File: config.mk
export PLATFORM = sky130hd
export DESIGN_NAME = utf8_whitespace_pretokenizer
export DESIGN_NICKNAME = d
export VERILOG_FILES = /design/src/sv/uwp_pkg.sv /design/src/sv/utf8_whitespace_pretokenizer.sv /design/src/sv/uwp_front.sv /design/src/sv/uwp_queue.sv /design/src/sv/uwp_back.sv
export VERILOG_INCLUDE_DIRS = /design/src /design/src/sv
export SDC_FILE = /design/constraint.sdc
export NUM_CORES = 1
export LEC_CHECK = 0
export BUFFER_PORTS_ARGS = -buffer_cell sky130_fd_sc_hd__buf_2
export CORE_MARGIN = 10
export CORE_UTILIZATION = 40
export CTS_BUF_LIST = sky130_fd_sc_hd__clkbuf_4 sky130_fd_sc_hd__clkbuf_8
export DETAILED_ROUTE_END_ITERATION = 6
export PLACE_DENSITY_LB_ADDON = 0.1
export SLEW_MARGIN = 25
export SYNTH_ARGS = -nofsm -noshare
export SYNTH_HDL_FRONTEND = slang
export SYNTH_HIERARCHICAL = 1
export SYNTH_SLANG_ARGS = --single-unit
File: constraint.sdc
create_clock -name i_clk -period 8.3 [get_ports i_clk]
set_input_delay 1.66 -clock i_clk [delete_from_list [all_inputs] [get_ports i_clk]]
set_output_delay 1.66 -clock i_clk [all_outputs]
set_load 0.02 [all_outputs]
File: src/sv/utf8_whitespace_pretokenizer_assert.svh
// ----------------------------------------------------------------------------
// UTF-8 whitespace pre-tokenizer assertion macros
// Concurrent assertion wrappers, removed when ASSERT_OFF is defined.
// ----------------------------------------------------------------------------
`ifndef UTF8_WHITESPACE_PRETOKENIZER_ASSERT_SVH
`define UTF8_WHITESPACE_PRETOKENIZER_ASSERT_SVH

`ifndef ASSERT_OFF
// property that must hold on every clock edge out of reset
`define UWP_ASSERT(lbl, clk, rst_n, prop, msg) \
    lbl: assert property (@(posedge clk) disable iff (!(rst_n)) (prop)) else $error(msg);
// antecedent in one cycle, consequent in the next
`define UWP_ASSERT_NEXT(lbl, clk, rst_n, ante, cons, msg) \
    lbl: assert property (@(posedge clk) disable iff (!(rst_n)) (ante) |=> (cons)) \
        else $error(msg);
`else
`define UWP_ASSERT(lbl, clk, rst_n, prop, msg)
`define UWP_ASSERT_NEXT(lbl, clk, rst_n, ante, cons, msg)
`endif

`endif

File: src/sv/uwp_pkg.sv
// ----------------------------------------------------------------------------
// UTF-8 whitespace pre-tokenizer package
// Shared types, constants and UTF-8 helper functions.
// ----------------------------------------------------------------------------
package uwp_pkg;

    localparam int UWP_QUEUE_DEPTH = 4;

    localparam logic [20:0] CP_REPLACEMENT = 21'h00FFFD;
    localparam logic [4:0]  LEAD4_TAG      = 5'h1E;

    // one queue entry: the code points produced by one input transaction
    typedef struct packed {
        logic [1:0]        cp_cnt;     // 1..3
        logic [2:0][20:0]  cps;        // cps[0] emitted first
        logic              text_last;  // transaction closed the text
    } t_uwp_rec;

    typedef struct packed {
        logic full;
        logic empty;
    } t_uwp_qstat;

    // sequence length from a lead byte, 0 for stray or invalid leads
    function automatic logic [2:0] seq_len(input logic [7:0] b);
        logic [2:0] len;
        if (!b[7])                      len = 3'd1;
        else if (b[7:5] == 3'b110)      len = 3'd2;
        else if (b[7:4] == 4'hE)        len = 3'd3;
        else if (b[7:3] == LEAD4_TAG)   len = 3'd4;
        else                            len = 3'd0;
        return len;
    endfunction

    // lone byte at text end: ASCII stays, anything else is replaced
    function automatic logic [20:0] single_cp(input logic [7:0] b);
        return b[7] ? CP_REPLACEMENT : {13'd0, b};
    endfunction

    function automatic logic [20:0] decode_cp(input logic [7:0] b0, input logic [7:0] b1,
                                              input logic [7:0] b2, input logic [7:0] b3,
                                              input logic [2:0] len);
        logic [20:0] cp;
        case (len)
            3'd2:    cp = {10'd0, b0[4:0], b1[5:0]};
            3'd3:    cp = {5'd0, b0[3:0], b1[5:0], b2[5:0]};
            3'd4:    cp = {b0[2:0], b1[5:0], b2[5:0], b3[5:0]};
            default: cp = {13'd0, b0};
        endcase
        return cp;
    endfunction

    function automatic logic is_white(input logic [20:0] cp);
        return cp inside {[21'h09 : 21'h0D], 21'h20, 21'h85, 21'hA0, 21'h1680, 21'h180E,
                          [21'h2000 : 21'h200A], 21'h2028, 21'h2029, 21'h202F,
                          21'h205F, 21'h3000};
    endfunction

    function automatic logic [2:0] enc_len(input logic [20:0] cp);
        logic [2:0] len;
        if (cp <= 21'h7F)        len = 3'd1;
        else if (cp <= 21'h7FF)  len = 3'd2;
        else if (cp <= 21'hFFFF) len = 3'd3;
        else                     len = 3'd4;
        return len;
    endfunction

    function automatic logic [7:0] enc_byte(input logic [20:0] cp, input logic [1:0] idx);
        logic [7:0] b;
        case (enc_len(cp))
            3'd1: b = cp[7:0];
            3'd2: b = (idx == 2'd0) ? {3'b110, cp[10:6]} : {2'b10, cp[5:0]};
            3'd3: begin
                case (idx)
                    2'd0:    b = {4'hE, cp[15:12]};
                    2'd1:    b = {2'b10, cp[11:6]};
                    default: b = {2'b10, cp[5:0]};
                endcase
            end
            default: begin
                case (idx)
                    2'd0:    b = {LEAD4_TAG, cp[20:18]};
                    2'd1:    b = {2'b10, cp[17:12]};
                    2'd2:    b = {2'b10, cp[11:6]};
                    default: b = {2'b10, cp[5:0]};
                endcase
            end
        endcase
        return b;
    endfunction

endpackage

File: src/sv/utf8_whitespace_pretokenizer.sv
// ----------------------------------------------------------------------------
// UTF-8 whitespace pre-tokenizer
// Lenient UTF-8 decode, re-encode and whitespace token start marking.
// ----------------------------------------------------------------------------
// Each accepted record is queued; its bytes then leave through the output register.
// Throughput: one input byte per cycle while the record queue has room; the back end
//   sends one byte per cycle while i_ready is high, so bytes that expand (a replacement
//   code point gives three) fill the QUEUE_DEPTH-entry queue and then stall the input.
// Reset: synchronous active low; clears sequence buffer counts, token tracking,
//   queue pointers and the output valid. No clearing pass.
`include "utf8_whitespace_pretokenizer_assert.svh"

module utf8_whitespace_pretokenizer #(
    parameter int QUEUE_DEPTH = uwp_pkg::UWP_QUEUE_DEPTH
) (
    input  logic       i_clk,
    input  logic       i_rst_n,
    // input channel
    input  logic       i_valid,
    output logic       o_ready,
    input  logic [7:0] i_in_byte,
    input  logic       i_in_last,
    // output channel
    output logic       o_valid,
    input  logic       i_ready,
    output logic [7:0] o_out_byte,
    output logic       o_token_start,
    output logic       o_run_last,
    output logic       o_text_end
);
    import uwp_pkg::*;

    // front -> queue
    logic        push;
    t_uwp_rec    push_rec;
    // queue -> back
    t_uwp_rec    head_rec;
    t_uwp_qstat  qstat;
    logic        pop;

    // Front end: holds the partial sequence (up to three bytes), emits a record of
    // one to three code points per transaction that finishes something. A truncated
    // sequence at text end is re-parsed here, so the back end never sees raw bytes.
    uwp_front u_front (
        .i_clk     (i_clk),
        .i_rst_n   (i_rst_n),
        .i_valid   (i_valid),
        .o_ready   (o_ready),
        .i_in_byte (i_in_byte),
        .i_in_last (i_in_last),
        .i_qstat   (qstat),
        .o_push    (push),
        .o_rec     (push_rec)
    );

    // Decoupling queue: lets the input keep streaming while the back end expands
    // code points into one to four bytes each.
    uwp_queue #(
        .DEPTH (QUEUE_DEPTH)
    ) u_queue (
        .i_clk   (i_clk),
        .i_rst_n (i_rst_n),
        .i_push  (push),
        .i_rec   (push_rec),
        .i_pop   (pop),
        .o_head  (head_rec),
        .o_qstat (qstat)
    );

    // Back end: walks code points and bytes of the head record, tracks whether the
    // last emitted code point was a word, and drives the output register.
    uwp_back u_back (
        .i_clk         (i_clk),
        .i_rst_n       (i_rst_n),
        .i_head        (head_rec),
        .i_qstat       (qstat),
        .o_pop         (pop),
        .o_valid       (o_valid),
        .i_ready       (i_ready),
        .o_out_byte    (o_out_byte),
        .o_token_start (o_token_start),
        .o_run_last    (o_run_last),
        .o_text_end    (o_text_end)
    );

    // text end is always the last byte of its transaction
    `UWP_ASSERT(a_end_is_run_last, i_clk, i_rst_n, !(o_valid && o_text_end) || o_run_last, "text_end without run_last")
    // a token never opens on a continuation byte
    `UWP_ASSERT(a_start_on_lead, i_clk, i_rst_n, !(o_valid && o_token_start) || (o_out_byte[7:6] != 2'b10), "token start on continuation byte")
    // after a finished text, the next text's first byte must open a token
    `UWP_ASSERT_NEXT(a_restart, i_clk, i_rst_n, o_valid && i_ready && o_text_end, !o_valid || o_token_start, "no token start after text end")

endmodule

File: src/sv/uwp_front.sv
// ----------------------------------------------------------------------------
// UTF-8 whitespace pre-tokenizer front end
// Gathers multi-byte sequences and turns each transaction into code points.
// ----------------------------------------------------------------------------
module uwp_front (
    input  logic                 i_clk,
    input  logic                 i_rst_n,
    input  logic                 i_valid,
    output logic                 o_ready,
    input  logic [7:0]           i_in_byte,
    input  logic                 i_in_last,
    input  uwp_pkg::t_uwp_qstat  i_qstat,
    output logic                 o_push,
    output uwp_pkg::t_uwp_rec    o_rec
);
    import uwp_pkg::*;

    logic [7:0] r_pend [3];
    logic [1:0] r_pcnt;
    logic [2:0] r_need;

    logic [1:0] n_pcnt;
    logic [2:0] n_need;
    logic       store;
    logic       accept;
    logic [7:0] b [4];
    logic [2:0] lead_len;
    logic [2:0] n_total;
    t_uwp_rec   rec;
    logic       push;

    assign o_ready = !i_qstat.full;
    assign accept  = i_valid && o_ready;

    always_comb begin
        b[0] = r_pend[0];
        b[1] = r_pend[1];
        b[2] = r_pend[2];
        b[3] = 8'h00;
        b[r_pcnt] = i_in_byte;
        lead_len  = seq_len(i_in_byte);
        n_total   = {1'b0, r_pcnt} + 3'd1;

        rec           = '0;
        rec.text_last = i_in_last;
        push          = 1'b0;
        store         = 1'b0;
        n_pcnt        = r_pcnt;
        n_need        = r_need;

        if (r_pcnt == 2'd0) begin
            if (lead_len == 3'd1) begin
                push        = 1'b1;
                rec.cp_cnt  = 2'd1;
                rec.cps[0]  = {13'd0, i_in_byte};
            end else if (lead_len == 3'd0 || i_in_last) begin
                push        = 1'b1;
                rec.cp_cnt  = 2'd1;
                rec.cps[0]  = CP_REPLACEMENT;
            end else begin
                store  = 1'b1;
                n_pcnt = 2'd1;
                n_need = lead_len;
            end
        end else if (n_total == r_need) begin
            push       = 1'b1;
            rec.cp_cnt = 2'd1;
            rec.cps[0] = decode_cp(b[0], b[1], b[2], b[3], r_need);
            n_pcnt     = 2'd0;
            n_need     = 3'd0;
        end else if (!i_in_last) begin
            store  = 1'b1;
            n_pcnt = r_pcnt + 2'd1;
        end else begin
            // truncated sequence at text end: lead is replaced, rest re-parsed
            push       = 1'b1;
            rec.cps[0] = CP_REPLACEMENT;
            if (r_pcnt == 2'd1) begin
                rec.cp_cnt = 2'd2;
                rec.cps[1] = single_cp(b[1]);
            end else if (seq_len(b[1]) == 3'd2) begin
                rec.cp_cnt = 2'd2;
                rec.cps[1] = decode_cp(b[1], b[2], 8'h00, 8'h00, 3'd2);
            end else begin
                rec.cp_cnt = 2'd3;
                rec.cps[1] = single_cp(b[1]);
                rec.cps[2] = single_cp(b[2]);
            end
        end

        if (i_in_last) begin
            n_pcnt = 2'd0;
            n_need = 3'd0;
        end
    end

    assign o_push = accept && push;
    assign o_rec  = rec;

    always_ff @(posedge i_clk) begin
        if (!i_rst_n) begin
            r_pcnt <= 2'd0;
            r_need <= 3'd0;
        end else if (accept) begin
            r_pcnt <= n_pcnt;
            r_need <= n_need;
        end
    end

    always_ff @(posedge i_clk) begin
        if (accept && store) begin
            r_pend[r_pcnt] <= i_in_byte;
        end
    end

endmodule

File: src/sv/uwp_queue.sv
// ----------------------------------------------------------------------------
// UTF-8 whitespace pre-tokenizer decoupling queue
// Small register FIFO of code point records between front and back end.
// ----------------------------------------------------------------------------
`include "utf8_whitespace_pretokenizer_assert.svh"

module uwp_queue #(
    parameter int DEPTH = uwp_pkg::UWP_QUEUE_DEPTH
) (
    input  logic                 i_clk,
    input  logic                 i_rst_n,
    input  logic                 i_push,
    input  uwp_pkg::t_uwp_rec    i_rec,
    input  logic                 i_pop,
    output uwp_pkg::t_uwp_rec    o_head,
    output uwp_pkg::t_uwp_qstat  o_qstat
);
    import uwp_pkg::*;

    localparam int PW = $clog2(DEPTH);
    localparam int CW = $clog2(DEPTH + 1);

    t_uwp_rec        r_mem [DEPTH];
    logic [PW-1:0]   r_wr_ptr;
    logic [PW-1:0]   r_rd_ptr;
    logic [CW-1:0]   r_count;

    function automatic logic [PW-1:0] ptr_inc(input logic [PW-1:0] p);
        return (p == PW'(DEPTH - 1)) ? '0 : p + PW'(1);
    endfunction

    assign o_qstat.full  = (r_count == CW'(DEPTH));
    assign o_qstat.empty = (r_count == '0);
    assign o_head        = r_mem[r_rd_ptr];

    always_ff @(posedge i_clk) begin
        if (!i_rst_n) begin
            r_wr_ptr <= '0;
            r_rd_ptr <= '0;
            r_count  <= '0;
        end else begin
            if (i_push) r_wr_ptr <= ptr_inc(r_wr_ptr);
            if (i_pop)  r_rd_ptr <= ptr_inc(r_rd_ptr);
            if (i_push && !i_pop)      r_count <= r_count + CW'(1);
            else if (!i_push && i_pop) r_count <= r_count - CW'(1);
        end
    end

    always_ff @(posedge i_clk) begin
        if (i_push) r_mem[r_wr_ptr] <= i_rec;
    end

    `UWP_ASSERT(a_no_overflow, i_clk, i_rst_n, !(i_push && o_qstat.full), "push into full queue")
    `UWP_ASSERT(a_no_underflow, i_clk, i_rst_n, !(i_pop && o_qstat.empty), "pop from empty queue")

endmodule

File: src/sv/uwp_back.sv
// ----------------------------------------------------------------------------
// UTF-8 whitespace pre-tokenizer back end
// Re-encodes queued code points byte by byte and marks token starts.
// ----------------------------------------------------------------------------
module uwp_back (
    input  logic                 i_clk,
    input  logic                 i_rst_n,
    input  uwp_pkg::t_uwp_rec    i_head,
    input  uwp_pkg::t_uwp_qstat  i_qstat,
    output logic                 o_pop,
    output logic                 o_valid,
    input  logic                 i_ready,
    output logic [7:0]           o_out_byte,
    output logic                 o_token_start,
    output logic                 o_run_last,
    output logic                 o_text_end
);
    import uwp_pkg::*;

    logic [1:0]  r_cp_idx;
    logic [1:0]  r_byte_idx;
    logic        r_prev_word;
    logic        r_started;
    logic        r_valid;
    logic [7:0]  r_byte;
    logic        r_start;
    logic        r_run_last;
    logic        r_text_end;

    logic [20:0] cp;
    logic [2:0]  len;
    logic        ws;
    logic        first;
    logic        cp_done;
    logic        rec_done;
    logic        step;

    assign cp       = i_head.cps[r_cp_idx];
    assign len      = enc_len(cp);
    assign ws       = is_white(cp);
    assign first    = (r_byte_idx == 2'd0);
    assign cp_done  = ({1'b0, r_byte_idx} == len - 3'd1);
    assign rec_done = cp_done && (r_cp_idx == i_head.cp_cnt - 2'd1);
    assign step     = !i_qstat.empty && (!r_valid || i_ready);
    assign o_pop    = step && rec_done;

    always_ff @(posedge i_clk) begin
        if (!i_rst_n) begin
            r_cp_idx    <= 2'd0;
            r_byte_idx  <= 2'd0;
            r_prev_word <= 1'b0;
            r_started   <= 1'b0;
            r_valid     <= 1'b0;
        end else begin
            if (step) begin
                r_valid <= 1'b1;
                if (rec_done && i_head.text_last) begin
                    // text closed: next byte opens a fresh text
                    r_started   <= 1'b0;
                    r_prev_word <= 1'b0;
                end else if (first) begin
                    r_started   <= 1'b1;
                    r_prev_word <= !ws;
                end
                if (!cp_done) begin
                    r_byte_idx <= r_byte_idx + 2'd1;
                end else begin
                    r_byte_idx <= 2'd0;
                    r_cp_idx   <= rec_done ? 2'd0 : r_cp_idx + 2'd1;
                end
            end else if (i_ready) begin
                r_valid <= 1'b0;
            end
        end
    end

    always_ff @(posedge i_clk) begin
        if (step) begin
            r_byte     <= enc_byte(cp, r_byte_idx);
            r_start    <= first && (!r_started || (ws && r_prev_word));
            r_run_last <= rec_done;
            r_text_end <= rec_done && i_head.text_last;
        end
    end

    assign o_valid       = r_valid;
    assign o_out_byte    = r_byte;
    assign o_token_start = r_start;
    assign o_run_last    = r_run_last;
    assign o_text_end    = r_text_end;

endmodule

==> impl_metrics.prom, run 1 <==
# TYPE chip_impl_metric gauge
chip_impl_metric{name="finalWirelength",unit="µm"} 34600
chip_impl_metric{name="cts-resized-gates",unit=""} 0
chip_impl_metric{name="synth-async-reset-ratio",unit=""} 0
chip_impl_info{name="synth_top_cells_by_area",value="sky130_fd_sc_hd__edfxtp_1 61%, sky130_fd_sc_hd__mux4_2 10%, sky130_fd_sc_hd__mux2i_1 4.2%"} 1
chip_impl_info{name="synth_area_leader_cell",value="sky130_fd_sc_hd__edfxtp_1"} 1
chip_impl_metric{name="hpwlAfterDp",unit="µm"} 21900
chip_impl_info{name="cp-start-kind",value="flip-flop"} 1
chip_impl_metric{name="first_global_vias",unit=""} 8598
chip_impl_metric{name="layout.area.seq",unit="mm²"} 0.00941
chip_impl_metric{name="number_of_enable_flip_flop_cells_after_synthesis",unit=""} 299
chip_impl_metric{name="drt_first_iter_violations",unit=""} 590
chip_impl_metric{name="vias",unit=""} 8278
chip_impl_metric{name="timing.fmax",unit="GHz"} 0.171
chip_impl_metric{name="area_growth",unit="%"} 9.95
chip_impl_info{name="critical_path_sink_type",value="flip-flop"} 1
chip_impl_metric{name="rows",unit=""} 70
chip_impl_info{name="synth_top_flop_cell",value="sky130_fd_sc_hd__edfxtp_1"} 1
chip_impl_metric{name="ff2ff_setup_slack",unit="ns"} 2.45
chip_impl_metric{name="vdd_drop_max",unit="µV"} 97.0
chip_impl_metric{name="cts_htree_levels",unit=""} 2
chip_impl_metric{name="detail-route-antenna-nets",unit=""} 0
chip_impl_metric{name="power.density",unit="mW/mm²"} 255
chip_impl_metric{name="instances_no_fill",unit=""} 1484
chip_impl_metric{name="postCtsSetupRepairBufs",unit=""} 0
chip_impl_metric{name="seq_area_frac_synth",unit=""} 0.634
chip_impl_metric{name="maxSlewHeadroom",unit=""} 0.321
chip_impl_metric{name="port-buffer-count",unit=""} 25
chip_impl_metric{name="finalCriticalPeriod",unit="ns"} 5.85
chip_impl_info{name="run_status",value="completed"} 1
chip_impl_metric{name="netlist_instances",unit=""} 935
chip_impl_metric{name="synth.area.mux_share",unit=""} 0.147
chip_impl_metric{name="die_y",unit="µm"} 212
chip_impl_info{name="synth_top_family_by_area",value="multiplexers"} 1
chip_impl_metric{name="ys.warnings.count",unit=""} 6
chip_impl_metric{name="synthSimpleGateAreaFrac",unit=""} 0.0643
chip_impl_metric{name="synthesis.area_per_instance",unit="µm²"} 15.8
chip_impl_metric{name="setup-violations-final",unit=""} 0
chip_impl_metric{name="crit_arrival",unit="ns"} 6.39
chip_impl_info{name="synth_commonest_cells",value="299 x sky130_fd_sc_hd__edfxtp_1, 66 x sky130_fd_sc_hd__mux4_2, 62 x sky130_fd_sc_hd__mux2i_1"} 1
chip_impl_metric{name="die_width",unit="µm"} 212
chip_impl_metric{name="synth-compound-area-share",unit=""} 0.0907
chip_impl_info{name="worstHoldStart",value="u_back/r_prev_word$_SDFFE_PN0P_"} 1
chip_impl_metric{name="core-area",unit="mm²"} 0.0366
chip_impl_metric{name="wire_length_of_the_first_global_routing_pass",unit="µm"} 53200
chip_impl_metric{name="timing_max_transition_violations_final",unit=""} 0
chip_impl_metric{name="fraction_of_synthesized_cell_area_taken_by_the_top_area_cell_type",unit=""} 0.606
chip_impl_info{name="grt_setup_unrepaired",value="false"} 1
chip_impl_metric{name="grt_use_total",unit=""} 0.156
chip_impl_metric{name="cp_data_required_time",unit="ns"} 8.84
chip_impl_info{name="tritoncts",value="done"} 1
chip_impl_metric{name="timing.hold.worst_path_depth",unit=""} 2
chip_impl_metric{name="filler_cell_count",unit=""} 3292
chip_impl_metric{name="clk_pin_slew",unit="ns"} 0.06
chip_impl_metric{name="initial_core_utilization",unit=""} 0.405
chip_impl_metric{name="nets",unit=""} 1000
chip_impl_info{name="clockRootBuffer",value="sky130_fd_sc_hd__clkbuf_8"} 1
chip_impl_metric{name="post_synth_xor_area_fraction",unit=""} 0.00751
chip_impl_metric{name="setup_total_negative_slack",unit="ns"} 0
chip_impl_metric{name="avgViaCountPerCell",unit=""} 5.58
chip_impl_metric{name="hold_viol_final",unit=""} 0
chip_impl_metric{name="io-pin-count",unit=""} 26
chip_impl_metric{name="max_slew.worst_pin.slew",unit="ns"} 1.02
chip_impl_metric{name="fp.dieArea",unit="mm²"} 0.0451
chip_impl_metric{name="timing.clock.skew",unit="ns"} 0.0110
chip_impl_metric{name="dr.pass1.iters",unit=""} 5
chip_impl_metric{name="cts_inserted_buffers",unit=""} 55
chip_impl_metric{name="dr_wl_cell",unit="µm"} 23.3
chip_impl_metric{name="grt_start_max_net_pins",unit=""} 61
chip_impl_metric{name="timing.final.crit_share",unit=""} 0.705
chip_impl_metric{name="power_leakage",unit="µW"} 0.00514
chip_impl_metric{name="tritoncts_num_sinks",unit=""} 320
chip_impl_metric{name="synthAdderAreaFrac",unit=""} 0.0165
chip_impl_info{name="worstSetupPathType",value="flip-flop to flip-flop"} 1
chip_impl_metric{name="number_of_antenna_violations_at_the_first_check_in_global_routing",unit=""} 2
chip_impl_metric{name="fin_ws",unit="ns"} 2.45
chip_impl_metric{name="pre_cts_ws",unit="ns"} 2.36
chip_impl_metric{name="worst_skew_pair.late_latency",unit="ns"} 0.61
chip_impl_info{name="holdCritPathClass",value="flip-flop to flip-flop"} 1
chip_impl_info{name="critical_r2r_capture",value="u_queue/r_count[2]$_SDFFE_PN0P_"} 1
chip_impl_metric{name="multi_input_area",unit="mm²"} 0.00489
chip_impl_metric{name="post_route_cells_drive_above_1_share",unit=""} 0.222
chip_impl_metric{name="ys_ff_latch",unit=""} 320
chip_impl_info{name="synth.most_common_cell",value="sky130_fd_sc_hd__edfxtp_1"} 1
chip_impl_metric{name="syn-cell-area",unit="mm²"} 0.0148
chip_impl_metric{name="grt-ovfl-total",unit=""} 0
chip_impl_metric{name="cts.path.max_buffers",unit=""} 3
chip_impl_metric{name="max_cap_viol_count",unit=""} 0
chip_impl_metric{name="worst_r2r_path_depth",unit=""} 22
chip_impl_metric{name="post-place-cells",unit=""} 1378
chip_impl_metric{name="finalWeightedCongestion",unit=""} 0.851
chip_impl_metric{name="synth_cell_type_count",unit=""} 77
chip_impl_metric{name="hold_buffers",unit=""} 0
chip_impl_metric{name="drc",unit=""} 0
chip_impl_info{name="hold-path-endpoint",value="u_back/r_prev_word$_SDFFE_PN0P_"} 1
chip_impl_metric{name="critical_path_peak_fanout",unit=""} 30
[per-layer routing]
layer  wire (µm)  vias up  share of wire  track usage
met3        1540       53          0.045       0.0249
li1            -     3814              -            -
met4         708        0          0.020       0.0569
met5           0        -              0            0
met2       16400      200           0.47        0.245
met1       15900     4211           0.46        0.213
[through the flow]
stage	utilization	hold WS, ns	total power [µW]	instance area, µm²
final	0.445	0.507	4160	16300
after floorplan	-	0.472	2610	14900
after global routing	0.445	0.546	4380	16300
after CTS	0.445	0.514	4220	16300
after global placement	0.415	0.498	2840	15200
after detailed placement	0.416	0.504	2840	15200
[report_power, final]
part	internal, µW	total, µW	switching [µW]
clock network	735	1360	625
registers	1970	2020	57.6
logic	281	779	498
[sequential cells by signal, summed over array words and instances (netlist names), 2 cells and up, named ones only]
signal             count
u_back/o_out_byte      8
u_front/r_pend        24
u_front/r_pcnt         2
u_front/r_need         3
u_queue/r_rd_ptr       2
u_queue/r_wr_ptr       2
u_queue/r_count        3
u_queue/r_mem        264
u_back/r_cp_idx        2
u_back/r_byte_idx      2
[worst max-delay path, stage by stage (launching register included)]
cell and delay (ns):
sky130_fd_sc_hd__dfxtp_4 0.74, sky130_fd_sc_hd__buf_4 0.49, sky130_fd_sc_hd__mux4_2 0.55, sky130_fd_sc_hd__mux2i_1 0.14, sky130_fd_sc_hd__o2bb2ai_1 0.12, sky130_fd_sc_hd__nor4_2 0.42
sky130_fd_sc_hd__and3_1 0.26, sky130_fd_sc_hd__and2_1 0.26, sky130_fd_sc_hd__inv_2 0.11, sky130_fd_sc_hd__and2_1 0.20, sky130_fd_sc_hd__ha_1 0.29, sky130_fd_sc_hd__xnor2_1 0.12
sky130_fd_sc_hd__a21oi_1 0.20, sky130_fd_sc_hd__o2111ai_4 0.22, sky130_fd_sc_hd__or2_1 0.28, sky130_fd_sc_hd__nor2_1 0.22, sky130_fd_sc_hd__inv_1 0.10, sky130_fd_sc_hd__ha_1 0.21
sky130_fd_sc_hd__inv_1 0.08, sky130_fd_sc_hd__fa_1 0.17, sky130_fd_sc_hd__xor2_1 0.07, sky130_fd_sc_hd__or3_1 0.29, sky130_fd_sc_hd__a21boi_0 0.16
[area by class of cell]
| class | count | share of cell area |
|---|---|---|
| inverter | 21 | 0.00484 |
| clock buffer | 67 | 0.0520 |
| clock inverter | 36 | 0.0130 |
| sequential | 320 | 0.577 |
| timing repair buffer | 44 | 0.0163 |
| antenna | 2 | 0.000307 |
| tap | 468 | 0.0359 |
| multi-input combinational | 526 | 0.300 |
[cell usage in the layout (no fill, tap or decap), types with 5 or more instances in the layout]
master / Yosys / final
sky130_fd_sc_hd__a22oi_1: 6 / 6
sky130_fd_sc_hd__and3_1: 8 / 8
sky130_fd_sc_hd__o22ai_1: 6 / 6
sky130_fd_sc_hd__a2bb2oi_1: 9 / 9
sky130_fd_sc_hd__clkbuf_4: 0 / 12
sky130_fd_sc_hd__clkinv_2: 0 / 10
sky130_fd_sc_hd__and2_1: 15 / 11
sky130_fd_sc_hd__mux4_2: 66 / 66
sky130_fd_sc_hd__inv_1: 20 / 20
sky130_fd_sc_hd__buf_4: 29 / 18
sky130_fd_sc_hd__a21boi_0: 5 / 5
sky130_fd_sc_hd__conb_1: 1 / 10
sky130_fd_sc_hd__nand3_1: 10 / 10
sky130_fd_sc_hd__nor3_1: 19 / 18
sky130_fd_sc_hd__buf_2: 18 / 25
sky130_fd_sc_hd__o211ai_1: 8 / 8
sky130_fd_sc_hd__dfxtp_1: 21 / 19
sky130_fd_sc_hd__mux2_2: 6 / 6
sky130_fd_sc_hd__a221oi_1: 10 / 10
sky130_fd_sc_hd__nand2_1: 34 / 34
sky130_fd_sc_hd__ha_1: 18 / 18
sky130_fd_sc_hd__mux2i_1: 62 / 62
sky130_fd_sc_hd__o21a_1: 6 / 6
sky130_fd_sc_hd__a211oi_1: 9 / 9
sky130_fd_sc_hd__clkbuf_8: 0 / 55
sky130_fd_sc_hd__nand2b_1: 8 / 8
sky130_fd_sc_hd__o21ai_0: 28 / 28
sky130_fd_sc_hd__a21oi_1: 29 / 29
sky130_fd_sc_hd__o22a_1: 7 / 7
sky130_fd_sc_hd__o2bb2ai_1: 15 / 14
sky130_fd_sc_hd__edfxtp_1: 299 / 299
sky130_fd_sc_hd__nor2b_1: 11 / 11
sky130_fd_sc_hd__nor2_1: 38 / 37
sky130_fd_sc_hd__clkinv_1: 0 / 21
[worst max path at each step]
stage	cells after the start	startpoint	endpoint	slack, ns
floorplan	24	flip-flop	u_queue/r_count[2]$_SDFFE_PN0P_	3.29
global placement	22	flip-flop	u_queue/r_count[2]$_SDFFE_PN0P_	2.45
detailed placement	22	flip-flop	u_queue/r_count[2]$_SDFFE_PN0P_	2.36
CTS	22	flip-flop	u_queue/r_count[2]$_SDFFE_PN0P_	2.32
global route	22	flip-flop	u_queue/r_count[2]$_SDFFE_PN0P_	1.85
finish	22	flip-flop	u_queue/r_count[2]$_SDFFE_PN0P_	2.45
[cell families after synthesis]
kind of cell               Yosys count
AOI/OAI and AO/OA                  178
buffers and inverters               98
DFF                                320
other                                1
xor gates and xnor gates             8
adders and majority gates           19
muxes                              134
and+or+nand+nor                    177
No activity file was read; power rests on OpenSTA's default activity.
==> inputs of run 2 (changes only) <==
ABC_AREA = 1   (was default)
clock period = 4.7 ns   (was 8.3 ns; I/O delays follow)
==> run 2 against run 1 <==
Net effect: largest cell class unchanged; sequential share of layout area decreased by 4.9 points; critical endpoint is now u_queue/r_count[1]$_SDFFE_PN0P_; clock-buffer cell count rose by 6; clock skew up 0.013 ns; combinational power grew to 2.9 times the previous value; via count rose by 33%; global-route usage is 1.9 points higher; critical path depth increased by 6.
==> impl_metrics.prom, run 2 <==
# TYPE chip_impl_metric gauge
chip_impl_metric{name="cts_htree_levels",unit=""} 2
chip_impl_metric{name="ys_ff_latch",unit=""} 320
chip_impl_info{name="layout_commonest_cell",value="sky130_fd_sc_hd__edfxtp_1"} 1
chip_impl_metric{name="diodes",unit=""} 0
chip_impl_metric{name="first_global_vias",unit=""} 10900
chip_impl_info{name="synth_area_leader_cell",value="sky130_fd_sc_hd__edfxtp_1"} 1
chip_impl_info{name="synth_top_cells_by_area",value="sky130_fd_sc_hd__edfxtp_1 56%, sky130_fd_sc_hd__nand2_1 5.9%, sky130_fd_sc_hd__o21ai_0 5.4%"} 1
chip_impl_metric{name="pre_cts_ws",unit="ns"} 0.265
chip_impl_metric{name="timing.clock.skew",unit="ns"} 0.0235
chip_impl_metric{name="vdd_drop_max",unit="µV"} 202
chip_impl_metric{name="finalWeightedCongestion",unit=""} 0.939
chip_impl_metric{name="fp.dieArea",unit="mm²"} 0.0486
chip_impl_metric{name="fin_ws",unit="ns"} 0.398
chip_impl_metric{name="initial_core_utilization",unit=""} 0.405
chip_impl_info{name="holdCritPathClass",value="flip-flop to flip-flop"} 1
chip_impl_metric{name="cp_data_required_time",unit="ns"} 5.24
chip_impl_metric{name="setup-violations-final",unit=""} 0
chip_impl_metric{name="fin_worst_hold_slack",unit="ns"} 0.469
chip_impl_metric{name="drt_first_iter_violations",unit=""} 680
chip_impl_info{name="synth_commonest_cells",value="299 x sky130_fd_sc_hd__edfxtp_1, 253 x sky130_fd_sc_hd__nand2_1, 176 x sky130_fd_sc_hd__nor2_1"} 1
chip_impl_metric{name="tritoncts_num_sinks",unit=""} 320
chip_impl_metric{name="filler_cell_count",unit=""} 3806
chip_impl_metric{name="hold_buffers",unit=""} 0
chip_impl_metric{name="nets",unit=""} 1598
chip_impl_metric{name="timing.final.crit_share",unit=""} 0.915
chip_impl_metric{name="synthesis.area_per_instance",unit="µm²"} 10.6
chip_impl_info{name="synth_top_flop_cell",value="sky130_fd_sc_hd__edfxtp_1"} 1
chip_impl_info{name="critical_path_sink_type",value="flip-flop"} 1
chip_impl_metric{name="number_of_enable_flip_flop_cells_after_synthesis",unit=""} 299
chip_impl_metric{name="finalWirelength",unit="µm"} 42400
chip_impl_metric{name="core-area",unit="mm²"} 0.0397
chip_impl_metric{name="area_growth",unit="%"} 10.7
chip_impl_metric{name="clk_pin_slew",unit="ns"} 0.06
chip_impl_info{name="clockRootBuffer",value="sky130_fd_sc_hd__clkbuf_8"} 1
chip_impl_metric{name="die_y",unit="µm"} 221
chip_impl_metric{name="cts_inserted_buffers",unit=""} 56
chip_impl_metric{name="hpwlAfterDp",unit="µm"} 28100
chip_impl_metric{name="critical_path_peak_fanout",unit=""} 15
chip_impl_metric{name="instances_no_fill",unit=""} 2131
chip_impl_metric{name="wire_length_of_the_first_global_routing_pass",unit="µm"} 64900
chip_impl_metric{name="io-pin-count",unit=""} 26
chip_impl_metric{name="vias",unit=""} 11000
chip_impl_metric{name="ys.warnings.count",unit=""} 6
chip_impl_metric{name="grt-ovfl-total",unit=""} 0
chip_impl_metric{name="power.density",unit="mW/mm²"} 475
chip_impl_metric{name="post-route-util",unit=""} 0.448
chip_impl_metric{name="rows",unit=""} 73
chip_impl_metric{name="post_route_cells_drive_above_1_share",unit=""} 0.202
chip_impl_metric{name="number_of_antenna_violations_at_the_first_check_in_global_routing",unit=""} 0
chip_impl_metric{name="synth-async-reset-ratio",unit=""} 0
chip_impl_metric{name="worst_skew_pair.late_latency",unit="ns"} 0.65
chip_impl_metric{name="fraction_of_synthesized_cell_area_taken_by_the_top_area_cell_type",unit=""} 0.558
chip_impl_info{name="layout_common_cells",value="299 x sky130_fd_sc_hd__edfxtp_1, 253 x sky130_fd_sc_hd__nand2_1, 175 x sky130_fd_sc_hd__nor2_1, 175 x sky130_fd_sc_hd__o21ai_0, 129 x sky130_fd_sc_hd__inv_1"} 1
chip_impl_info{name="critPathMostFrequentCell",value="sky130_fd_sc_hd__inv_1"} 1
chip_impl_metric{name="synth_cell_type_count",unit=""} 52
chip_impl_metric{name="setup_total_negative_slack",unit="ns"} 0
chip_impl_info{name="grt_setup_unrepaired",value="false"} 1
chip_impl_metric{name="grt_start_max_net_pins",unit=""} 67
chip_impl_metric{name="drc",unit=""} 0
chip_impl_metric{name="detail-route-antenna-nets",unit=""} 0
chip_impl_info{name="run_status",value="completed"} 1
chip_impl_metric{name="die_width",unit="µm"} 221
chip_impl_metric{name="dr_wl_cell",unit="µm"} 19.9
chip_impl_metric{name="dr.pass1.iters",unit=""} 5
chip_impl_info{name="cp_slowest_cell",value="sky130_fd_sc_hd__dfxtp_4"} 1
chip_impl_metric{name="avgViaCountPerCell",unit=""} 5.17
chip_impl_info{name="synth.most_common_cell",value="sky130_fd_sc_hd__edfxtp_1"} 1
chip_impl_info{name="cp-start-kind",value="flip-flop"} 1
chip_impl_info{name="max_flop_register",value="u_queue/r_mem"} 1
chip_impl_metric{name="syn-cell-area",unit="mm²"} 0.0161
chip_impl_info{name="worstSetupPathType",value="flip-flop to flip-flop"} 1
chip_impl_metric{name="netlist_instances",unit=""} 1521
chip_impl_metric{name="largest_reg_flops",unit=""} 264
chip_impl_metric{name="timing.critical_path.slowest_cell_delay",unit="ns"} 0.44
chip_impl_metric{name="cts.path.max_buffers",unit=""} 3
chip_impl_metric{name="max_cap_viol_count",unit=""} 0
chip_impl_metric{name="seq_area_frac_synth",unit=""} 0.584
chip_impl_metric{name="timing.fmax",unit="GHz"} 0.232
chip_impl_metric{name="post-place-cells",unit=""} 2030
chip_impl_metric{name="max_slew.worst_pin.slew",unit="ns"} 0.965
chip_impl_metric{name="timing_max_transition_violations_final",unit=""} 0
chip_impl_metric{name="hold_viol_final",unit=""} 0
chip_impl_metric{name="port-buffer-count",unit=""} 25
chip_impl_metric{name="crit_arrival",unit="ns"} 4.84
chip_impl_metric{name="finalCriticalPeriod",unit="ns"} 4.30
chip_impl_info{name="tritoncts",value="done"} 1
chip_impl_metric{name="power_leakage",unit="µW"} 0.00667
chip_impl_metric{name="maxSlewHeadroom",unit=""} 0.351
chip_impl_metric{name="grt_use_total",unit=""} 0.175
==> run 2: cell count changes after synthesis, moves of 46 or more <==
cell / before / now
sky130_fd_sc_hd__nand2_1: 34 / 253
sky130_fd_sc_hd__o21ai_0: 28 / 175
sky130_fd_sc_hd__nor2_1: 38 / 176
sky130_fd_sc_hd__inv_1: 20 / 133
sky130_fd_sc_hd__mux4_2: 66 / 0
sky130_fd_sc_hd__mux2i_1: 62 / 0
sky130_fd_sc_hd__nand3_1: 10 / 56
==> run 2: final cells by class <==
cell class | count | area [µm²] | share of cell area
Sequential cell | 320 | 9400 | 0.528
Timing Repair Buffer | 65 | 637 | 0.0358
Clock inverter | 25 | 138 | 0.00773
Tap cell | 525 | 657 | 0.0369
Inverter | 148 | 577 | 0.0324
Multi-Input combinational cell | 975 | 5480 | 0.308
Clock buffer | 73 | 911 | 0.0512
==> run 2: cells by family (layout without fill, tap and decap cells) <==
| group | count (synthesis) | after routing | share of synthesized area |
|---|---|---|---|
| AO/OA/AOI/OAI | 324 | 324 | 0.130 |
| XOR/XNOR | 5 | 5 | 0.00272 |
| adder cells (fa/ha/maj) | 19 | 19 | 0.0152 |
| buffers and inverters | 235 | 311 | 0.0772 |
| flip-flops | 320 | 320 | 0.584 |
| other | 1 | 10 | 0.000233 |
| AND/OR/NAND/NOR | 617 | 617 | 0.190 |
==> run 2: worst paths after layout <==
check                              start                         endpoint  slack, ns  cells past startpoint
max                            flip-flop  u_queue/r_count[1]$_SDFFE_PN0P_       0.40                     28
min          u_back/o_valid$_SDFFE_PN0P_      u_back/o_valid$_SDFFE_PN0P_       0.47                      2
max reg2reg                    flip-flop  u_queue/r_count[1]$_SDFFE_PN0P_       0.40                     28
min reg2reg  u_back/o_valid$_SDFFE_PN0P_      u_back/o_valid$_SDFFE_PN0P_       0.47                      2
==> run 2: what timing repair did <==
item	4_1_cts	5_1_grt
setup endpoints to repair	0	2
hold endpoints to repair	0	0
gates resized for setup	0	7
setup buffers	0	3
==> run 2: critical path, delay by kind of cell (launching register included) <==
kind | cells | cell delay, ns
AND/OR/NAND/NOR | 13 | 1.36
adder cells (fa/ha/maj) | 3 | 0.89
buffers and inverters | 7 | 0.69
AO/OA/AOI/OAI | 4 | 0.66
flip-flops | 1 | 0.44
XOR/XNOR | 1 | 0.12
==> run 2: per-layer routing <==
metal  vias to the layer above  global-route usage  wire [µm]
li1                       5329                   -          -
met1                      5398               0.230      19600
met2                       219               0.287      20000
met3                        66              0.0246       1610
met4                         0              0.0723       1180
met5                         -                   0          0
==> run 2: where the power goes <==
group	leakage, µW	internal (µW)	switching [µW]	total [µW]
combinational	0.00318	660	1630	2290
clock	0.000556	1310	1130	2440
sequential	0.00293	3610	113	3720
==> run 2: through the flow <==
step | power (µW) | cell area (µm²)
2_1_floorplan | 5330 | 16100
3_3_place_gp | 6080 | 16700
3_5_place_dp | 6060 | 16700
4_1_cts | 8530 | 17800
5_1_grt | 8930 | 17800
6_report | 8450 | 17800
==> inputs of run 3 (changes only) <==
REMOVE_ABC_BUFFERS = 1   (was default)
SYNTH_HIERARCHICAL = default   (was 1)
==> run 3 against run 2 <==
Net effect: combinational power fell by 31%; critical endpoint is now u_queue.r_count[1]$_SDFFE_PN0P_; clock-buffer cell count fell by 14; area after synthesis fell by 27%.
==> impl_metrics.prom, run 3 <==
# TYPE chip_impl_metric gauge
chip_impl_info{name="run_status",value="completed"} 1
chip_impl_metric{name="hpwlAfterDp",unit="µm"} 21400
chip_impl_metric{name="synthesis.area_per_instance",unit="µm²"} 9.50
chip_impl_metric{name="cp_data_required_time",unit="ns"} 5.13
chip_impl_info{name="synth_area_leader_cell",value="sky130_fd_sc_hd__edfxtp_1"} 1
chip_impl_info{name="cp-start-kind",value="flip-flop"} 1
chip_impl_metric{name="power.total",unit="µW"} 6060
chip_impl_metric{name="filler_cell_count",unit=""} 2839
chip_impl_metric{name="power_leakage",unit="µW"} 0.00529
chip_impl_metric{name="tritoncts_num_sinks",unit=""} 232
chip_impl_info{name="max_flop_register",value="u_queue.r_mem"} 1
chip_impl_metric{name="finalWirelength",unit="µm"} 32000
chip_impl_info{name="synth_top_flop_cell",value="sky130_fd_sc_hd__edfxtp_1"} 1
chip_impl_metric{name="seq_area_frac_synth",unit=""} 0.575
chip_impl_metric{name="power.density",unit="mW/mm²"} 463
chip_impl_metric{name="number_of_enable_flip_flop_cells_after_synthesis",unit=""} 211
chip_impl_info{name="layout_common_cells",value="319 x sky130_fd_sc_hd__nand2_1, 211 x sky130_fd_sc_hd__edfxtp_1, 136 x sky130_fd_sc_hd__inv_1"} 1
chip_impl_metric{name="nets",unit=""} 1314
chip_impl_metric{name="ys_ff_latch",unit=""} 232
chip_impl_metric{name="globalRouteMet3Util",unit=""} 0.0273
chip_impl_metric{name="use_met2",unit=""} 0.271
chip_impl_metric{name="cts_inserted_buffers",unit=""} 41
chip_impl_metric{name="critPathBufInv",unit=""} 3
chip_impl_metric{name="drt_first_iter_violations",unit=""} 846
chip_impl_metric{name="die_width",unit="µm"} 191
chip_impl_metric{name="clk_pin_slew",unit="ns"} 0.06
chip_impl_metric{name="initial_core_utilization",unit=""} 0.407
chip_impl_info{name="synth_commonest_cells",value="319 x sky130_fd_sc_hd__nand2_1, 211 x sky130_fd_sc_hd__edfxtp_1, 138 x sky130_fd_sc_hd__nor2_1"} 1
chip_impl_metric{name="timing.final.crit_share",unit=""} 0.893
chip_impl_metric{name="hold_buffers",unit=""} 0
chip_impl_metric{name="drc",unit=""} 0
chip_impl_info{name="critical_path_sink_type",value="flip-flop"} 1
chip_impl_info{name="clockRootBuffer",value="sky130_fd_sc_hd__clkbuf_8"} 1
chip_impl_info{name="synth.most_common_cell",value="sky130_fd_sc_hd__nand2_1"} 1
chip_impl_metric{name="timing.clock.skew",unit="ns"} 0.0394
chip_impl_metric{name="rows",unit=""} 62
chip_impl_metric{name="netlist_instances",unit=""} 1237
chip_impl_metric{name="fin_worst_hold_slack",unit="ns"} 0.462
chip_impl_metric{name="finalCriticalPeriod",unit="ns"} 4.19
chip_impl_info{name="layout_commonest_cell",value="sky130_fd_sc_hd__nand2_1"} 1
chip_impl_info{name="path_cells",value="buf_16 -> nand2_1 -> nand3_1 -> nand2_2 -> nand2_8 -> nand3_2 -> nor2_2 -> nand2_2 -> nor2_4 -> nand2_4 -> inv_1 -> nor2_1 -> ha_1 -> xnor2_1 -> nor3b_2 -> nand2_4 -> nor2_8 -> nand2_1 -> ha_1 -> inv_1 -> fa_1 -> o21ai_0 -> a21oi_1"} 1
chip_impl_metric{name="dr_wl_cell",unit="µm"} 18.8
chip_impl_metric{name="dr.pass1.iters",unit=""} 5
chip_impl_metric{name="cts.path.max_buffers",unit=""} 3
chip_impl_metric{name="multi_input_area",unit="mm²"} 0.00417
chip_impl_info{name="holdCritPathClass",value="flip-flop to flip-flop"} 1
chip_impl_metric{name="synth_cell_type_count",unit=""} 51
chip_impl_metric{name="first_global_vias",unit=""} 8464
chip_impl_metric{name="diodes",unit=""} 0
chip_impl_metric{name="max_slew.worst_pin.slew",unit="ns"} 1.03
chip_impl_metric{name="critical_path_peak_fanout",unit=""} 34
chip_impl_metric{name="area_growth",unit="%"} 11.3
chip_impl_metric{name="fp.dieArea",unit="mm²"} 0.0367
chip_impl_metric{name="finalWeightedCongestion",unit=""} 0.916
chip_impl_info{name="gr-max-usage-layer",value="met2"} 1
chip_impl_metric{name="vdd_drop_max",unit="µV"} 258
chip_impl_info{name="cp_top_family",value="simple AND/OR/NAND/NOR gates"} 1
chip_impl_metric{name="wire_length_of_the_first_global_routing_pass",unit="µm"} 49300
chip_impl_metric{name="hold_viol_final",unit=""} 0
chip_impl_metric{name="detail-route-antenna-nets",unit=""} 0
chip_impl_metric{name="worst_skew_pair.late_latency",unit="ns"} 0.56
chip_impl_metric{name="avgViaCountPerCell",unit=""} 5.17
chip_impl_metric{name="grt-ovfl-total",unit=""} 0
chip_impl_metric{name="max_cap_viol_count",unit=""} 0
chip_impl_info{name="worstSetupPathType",value="flip-flop to flip-flop"} 1
chip_impl_metric{name="io-pin-count",unit=""} 26
chip_impl_info{name="cp_slowest_cell",value="sky130_fd_sc_hd__dfxtp_4"} 1
chip_impl_metric{name="timing.critical_path.slowest_cell_delay",unit="ns"} 0.54
chip_impl_info{name="synth_top_cells_by_area",value="sky130_fd_sc_hd__edfxtp_1 54%, sky130_fd_sc_hd__nand2_1 10%, sky130_fd_sc_hd__nor2_1 4.4%"} 1
chip_impl_metric{name="timing.fmax",unit="GHz"} 0.238
chip_impl_metric{name="grt_start_max_net_pins",unit=""} 69
chip_impl_metric{name="ys.warnings.count",unit=""} 0
chip_impl_metric{name="layout.area.seq",unit="mm²"} 0.00676
chip_impl_metric{name="cts_htree_levels",unit=""} 2
chip_impl_metric{name="use_met1",unit=""} 0.239
chip_impl_metric{name="timing_max_transition_violations_final",unit=""} 0
chip_impl_metric{name="crit_arrival",unit="ns"} 4.63
chip_impl_info{name="grt_setup_unrepaired",value="false"} 1
chip_impl_metric{name="fraction_of_synthesized_cell_area_taken_by_the_top_area_cell_type",unit=""} 0.539
chip_impl_metric{name="number_of_antenna_violations_at_the_first_check_in_global_routing",unit=""} 0
chip_impl_metric{name="syn-cell-area",unit="mm²"} 0.0118
chip_impl_metric{name="synth-async-reset-ratio",unit=""} 0
chip_impl_metric{name="die_y",unit="µm"} 191
chip_impl_metric{name="largest_reg_flops",unit=""} 176
chip_impl_info{name="tritoncts",value="done"} 1
chip_impl_metric{name="port-buffer-count",unit=""} 25
chip_impl_metric{name="setup-violations-final",unit=""} 0
chip_impl_metric{name="core-area",unit="mm²"} 0.0289
chip_impl_metric{name="vias",unit=""} 8779
chip_impl_metric{name="post_route_cells_drive_above_1_share",unit=""} 0.137
chip_impl_metric{name="maxSlewHeadroom",unit=""} 0.310
chip_impl_metric{name="grt_use_total",unit=""} 0.173
==> run 3: cell count changes after synthesis, sizes merged, moves of 4 or more <==
cell	previous run	this run
o21ai	196	93
nand2	285	338
o211ai	12	6
a221oi	0	8
clkbuf	24	9
a21oi	28	44
edfxtp	299	211
buf	63	33
nor2	241	153
nand4	12	6
a31oi	1	5
nand3	64	73
o22ai	70	15
a211oi	2	7
==> run 3: tightest hold or removal path, cell delays in order, from the launching register on <==
cell	delay, ns
sky130_fd_sc_hd__dfxtp_1	0.31
sky130_fd_sc_hd__nand2_1	0.06
sky130_fd_sc_hd__a21oi_1	0.05
==> run 3: repair_timing <==
item	4_1_cts	5_1_grt
setup buffers	0	1
resized for setup	0	4
endpoints found under the setup margin	0	2
==> run 3: path summary, 6_finish.rpt <==
path,cells past startpoint,slack [ns],endpoint,from
hold reg to reg,2,0.46,u_back.r_started$_SDFFE_PN0P_,u_back.r_started$_SDFFE_PN0P_
setup / recovery,23,0.51,u_queue.r_count[1]$_SDFFE_PN0P_,flip-flop
setup reg to reg,23,0.51,u_queue.r_count[1]$_SDFFE_PN0P_,flip-flop
hold / removal,2,0.46,u_back.r_started$_SDFFE_PN0P_,u_back.r_started$_SDFFE_PN0P_
==> run 3: cell type report <==
type	count	area share
flip-flops and latches	232	0.517
multi-input cells	814	0.319
clock buffers	59	0.0534
inverters	149	0.0435
well taps	384	0.0367
repair buffers	44	0.0249
clock inverters	16	0.00631
==> run 3: routing by layer <==
layer | vias to the layer above | wire length (µm)
met5 | - | 0
met4 | 0 | 956
met3 | 63 | 1570
met2 | 250 | 14500
met1 | 4179 | 14900
li1 | 4287 | -
==> run 3: cells by family after synthesis <==
logic type | count (synthesis) | synth area share
AND/OR/NAND/NOR | 582 | 0.221
flip-flops | 232 | 0.575
AO/OA/AOI/OAI | 206 | 0.104
buffers and inverters | 191 | 0.0742
adder cells (fa/ha/maj) | 19 | 0.0209
XOR/XNOR | 6 | 0.00447
multiplexers | 1 | 0.000851
==> run 3: power by group <==
group / leakage (µW) / internal, µW / switching (µW)
clock network: 0.000420 / 963 / 828
logic: 0.00275 / 436 / 1160
registers: 0.00211 / 2600 / 74.2
total: 0.00529 / 4000 / 2060
==> run 3: stage by stage <==
step | cells | TNS, ns | area [µm²] | setup WS, ns | utilization
after floorplan | 1195 | -2.48 | 11500 | -0.798 | -
after global placement | 1621 | 0 | 12300 | 0.484 | 0.425
after detailed placement | 1621 | 0 | 12300 | 0.365 | 0.425
after CTS | 1696 | 0 | 13000 | 0.361 | 0.452
after global routing | 1698 | 0 | 13100 | 0.00954 | 0.454
final | 1698 | 0 | 13100 | 0.505 | 0.454
